File: src/assert_macros.svh
// Assertion macros for the RTL files.
// Depends on: a clock named clk and an active-low reset named rst_n in scope.
`ifndef ASSERT_MACROS_SVH
`define ASSERT_MACROS_SVH

// property must hold at every rising clock edge outside reset
`define ASSERT_ALWAYS(lbl, prop) \
    lbl: assert property (@(posedge clk) disable iff (!rst_n) (prop)) \
        else $error("assertion failed: lbl");

// expression must never be true outside reset
`define ASSERT_NEVER(lbl, expr) \
    lbl: assert property (@(posedge clk) disable iff (!rst_n) !(expr)) \
        else $error("assertion failed: lbl");

`endif

File: src/aabb_ram.sv
// Generic simple dual-port RAM: one write port, one read port, registered read.
// No dependencies.
module aabb_ram #(
    parameter int WIDTH = 8,
    parameter int DEPTH = 64
) (
    input  logic                     clk,
    input  logic                     we,
    input  logic [$clog2(DEPTH)-1:0] waddr,
    input  logic [WIDTH-1:0]         wdata,
    input  logic                     re,
    input  logic [$clog2(DEPTH)-1:0] raddr,
    output logic [WIDTH-1:0]         rdata
);

    logic [WIDTH-1:0] mem [DEPTH];

    always_ff @(posedge clk)
    begin
        if (we)
        begin
            mem[waddr] <= wdata;
        end
        if (re)
        begin
            rdata <= mem[raddr];
        end
    end

endmodule

File: config.mk
export PLATFORM = sky130hd
export DESIGN_NAME = aabb_ram
export DESIGN_NICKNAME = d
export VERILOG_FILES = /design/src/assert_macros.svh /design/src/aabb_ram.sv
export SDC_FILE = /design/constraint.sdc
export NUM_CORES = 1
export LEC_CHECK = 0
export BUFFER_PORTS_ARGS = -buffer_cell sky130_fd_sc_hd__buf_2
export CORE_MARGIN = 10
export CORE_UTILIZATION = 39
export DETAILED_ROUTE_END_ITERATION = 7
export MAX_ROUTING_LAYER = met4
export PLACE_DENSITY = 0.54
export SETUP_SLACK_MARGIN = 0.02
export SLEW_MARGIN = 5
export SYNTH_ARGS = -nofsm -noshare
export SYNTH_HDL_FRONTEND = slang
export SYNTH_SLANG_ARGS = --single-unit
File: constraint.sdc
create_clock -name clk -period 2.4 [get_ports clk]
set_clock_uncertainty 0.2 [all_clocks]
set_input_delay 0.24 -clock clk [delete_from_list [all_inputs] [get_ports clk]]
set_output_delay 0.24 -clock clk [all_outputs]
set_load 0.05 [all_outputs]
==> qor.yml <==
run_status:
  status: "finished clean"
logic_synthesis:
  ys_async_sr_fraction: 0
  ys_ff_latch: 520
  synth_area_um2: 20200
  synthesis.nets: 963
  synth_cells: 940
  ys_seq_area_frac: 0.771
  synthTopCellsByArea: "edfxtp_1, mux4_2, nor2_1, mux2i_1, mux2_2"
  yosys_warnings: 0
  yosysTopAreaCell: "edfxtp_1"
  synth.avg_cell_area_um2: 21.5
  synth-main-ff-cell: "edfxtp_1"
  yosys.area.top_type_share: 0.771
  synth_edf_count: 520
  synth.distinct_cells: 39
global_route:
  grt_usage: 0.167
  grt_pass1_wl_mm: 72.6
  globalRouteOverflowTotal: 0
  grt_max_degree: 65
  antenna_found_initial: 3
  grt_pass1_vias: 10500
layout:
  fin_cells: 1872
  syn2layout_area_growth_pct: 19.2
  final_cell_mix: "edfxtp_1, buf_4, mux4_2, nor2_1, clkbuf_16"
  final_nets: 1169
  stdcell_area_um2: 24100
  layout_commonest_cell: "edfxtp_1"
  drive_gt1_frac: 0.342
worst_setup_path:
  path_max_fanout: 1
  critPathTopFamily: "multiplexers"
  worst_setup_path_start_kind: "register"
  r2r_cells: 5
  endpoint_kind: "register"
  worst-path-buf-inv: 0
  r2r_slack_ns: 0.09
  slowest_stage: "mux4_2"
  r2r-end: "rdata[2]"
  critPathMaxStageDelay_ns: 0.51
  path_class: "reg -> reg"
  required_ns: 2.55
  r2r_start: "mem[3][2]"
  cp.arrival_ns: 2.46
  crit_top_cell: "mux4_2"
  path_cells: "mux4_2 -> mux4_2 -> nor2_1 -> nor3_1 -> o2bb2ai_1"
floorplanning:
  die_h_um: 248
  ioPinCount: 31
  fp-row-count: 83
  dieArea_um2: 61400
  die_w_um: 248
  initial_utilization: 0.394
  core_area_um2: 51400
power_and_ir_drop:
  p_leak_uw: 0.00784
  ir_drop_v: 0.000523
  power.total_uw: 19100
  power_density_nw_per_um2: 790
timing:
  worstMarginPinSlew_ns: 0.882
  slew_viol_final: 0
  final_hold_viol_count: 0
  final-setup-viol-count: 0
  hold_ws_ns: 0.0545
  fmax_mhz: 433
  final.setup.worst_slack_ns: 0.0904
  period_share: 0.962
  slew_headroom: 0.412
  period_minus_slack_ns: 2.31
  rsz0062_at_grt: "false"
detailed_routing:
  drc: 0
  avgViaCountPerCell: 5.39
  vias: 10100
  drtPass1Iterations: 5
  first_iter_violations: 969
  drt-total-wl_mm: 48.5
  routedWlPerCell_um: 25.9
  ant_nets: 0
clock_network:
  clkTransAtPathRegs_ns: 0.06
  cts_made_buffers: 53
  cts_buffer_depth: 3
  clock-root-buffer: "clkbuf_16"
  cts_tree: "yes"
  cts.sinks: 520
  cts.htree.levels: 2
  postCtsSetupRepairBufs: 0
  clock_latency_ns: 0.61
job:
  max-cap-violations: 0
hold_path:
  hold_depth: 3
  min_to: "mem[48][3]"
  hold_class: "in -> reg"
  hp-start: "waddr[1]"
place:
  dp_cells: 1763
  post_dp_cell_area_um2: 22400
  pre_cts_slack_ns: -0.255
  dp_hpwl_mm: 31.7
  finalWeightedCongestion: 0.808
  numPortBuffers: 30
## kinds of logic after synthesis
| group | share of synthesized area |
|---|---|
| AOI/OAI and AO/OA | 0.0206 |
| DFF | 0.771 |
| and+or+nand+nor | 0.0337 |
| muxes | 0.159 |
| buffers and inverters | 0.0156 |
## through the flow
step | utilization | TNS, ns
after floorplan | - | 0
after global placement | 0.436 | -1.62
after detailed placement | 0.436 | -1.71
after CTS | 0.469 | 0
after global routing | 0.469 | 0
final | 0.470 | 0
## cell type report
cell class / count / area [µm²]
Clock inverter: 30 / 239
Multi-Input combinational cell: 369 / 4320
Tap cell: 680 / 851
Timing Repair Buffer: 202 / 1700
Clock buffer: 68 / 1400
Fill cell: 4290 / 27300
Sequential cell: 520 / 15600
Antenna cell: 3 / 7.51
## routing by layer
| layer | GRT usage | routed length, µm | vias to the layer above |
|---|---|---|---|
| met5 | - | 0 | - |
| met4 | 0.0481 | 1230 | 0 |
| met3 | 0.0311 | 2770 | 82 |
| met2 | 0.259 | 23500 | 272 |
| met1 | 0.223 | 21000 | 5368 |
| li1 | - | - | 4365 |
## power by group
part,internal (µW),leakage (µW),switching [µW],total (µW)
logic,477,0.00235,655,1130
registers,10100,0.00469,23.6,10100
clock network,4460,0.000809,3390,7850
total,15000,0.00784,4070,19100
## worst max-delay path by stage
stage          startpoint        to  slack [ns]  cells past startpoint
6_report        mem[3][2]  rdata[2]        0.09                      5
3_3_place_gp     raddr[1]  rdata[7]       -0.29                      7
5_1_grt         mem[3][2]  rdata[2]        0.05                      5
4_1_cts        mem[25][6]  rdata[6]        0.04                      6
2_1_floorplan    raddr[1]  rdata[3]        0.15                      7
3_5_place_dp     raddr[1]  rdata[2]       -0.26                      7
## synthesized netlist by cell type (2+ instances only)
cell and number:
buf_1 4, nand4_1 2, a21oi_1 3, mux2_2 13, o221a_2 2, a211oi_1 4
nor2b_1 14, a22oi_1 3, buf_4 13, o2bb2ai_1 3, nand3_1 13, buf_12 2
a221oi_1 6, nand2b_1 7, nand2_1 19, o21ai_0 2, o22ai_1 8, mux4_2 126
a2111oi_0 2, o21a_1 2, nand3b_1 3, nor4_1 2, clkbuf_1 17, o21ai_1 2
buf_6 4, o32ai_1 2, nor2_1 83, o41ai_1 2, edfxtp_1 520, buf_2 11
o221ai_1 8, mux2i_1 23, o2111ai_1 3, nor3_1 7
## worst min-delay path, cell delays in order
cell	delay, ns
buf_2	0.18
nor3_1	0.07
buf_4	0.18
## state kept, by name (all words and copies together), names as in the netlist
| signal | cells |
|---|---|
| mem | 512 |
| rdata | 8 |
## what timing repair did
item                       CTS  global route
hold endpoints to repair   249             0
gates resized for setup      0             1
setup endpoints to repair    0             1
hold buffers                 8             0
Power figures use the tool's default switching activity.
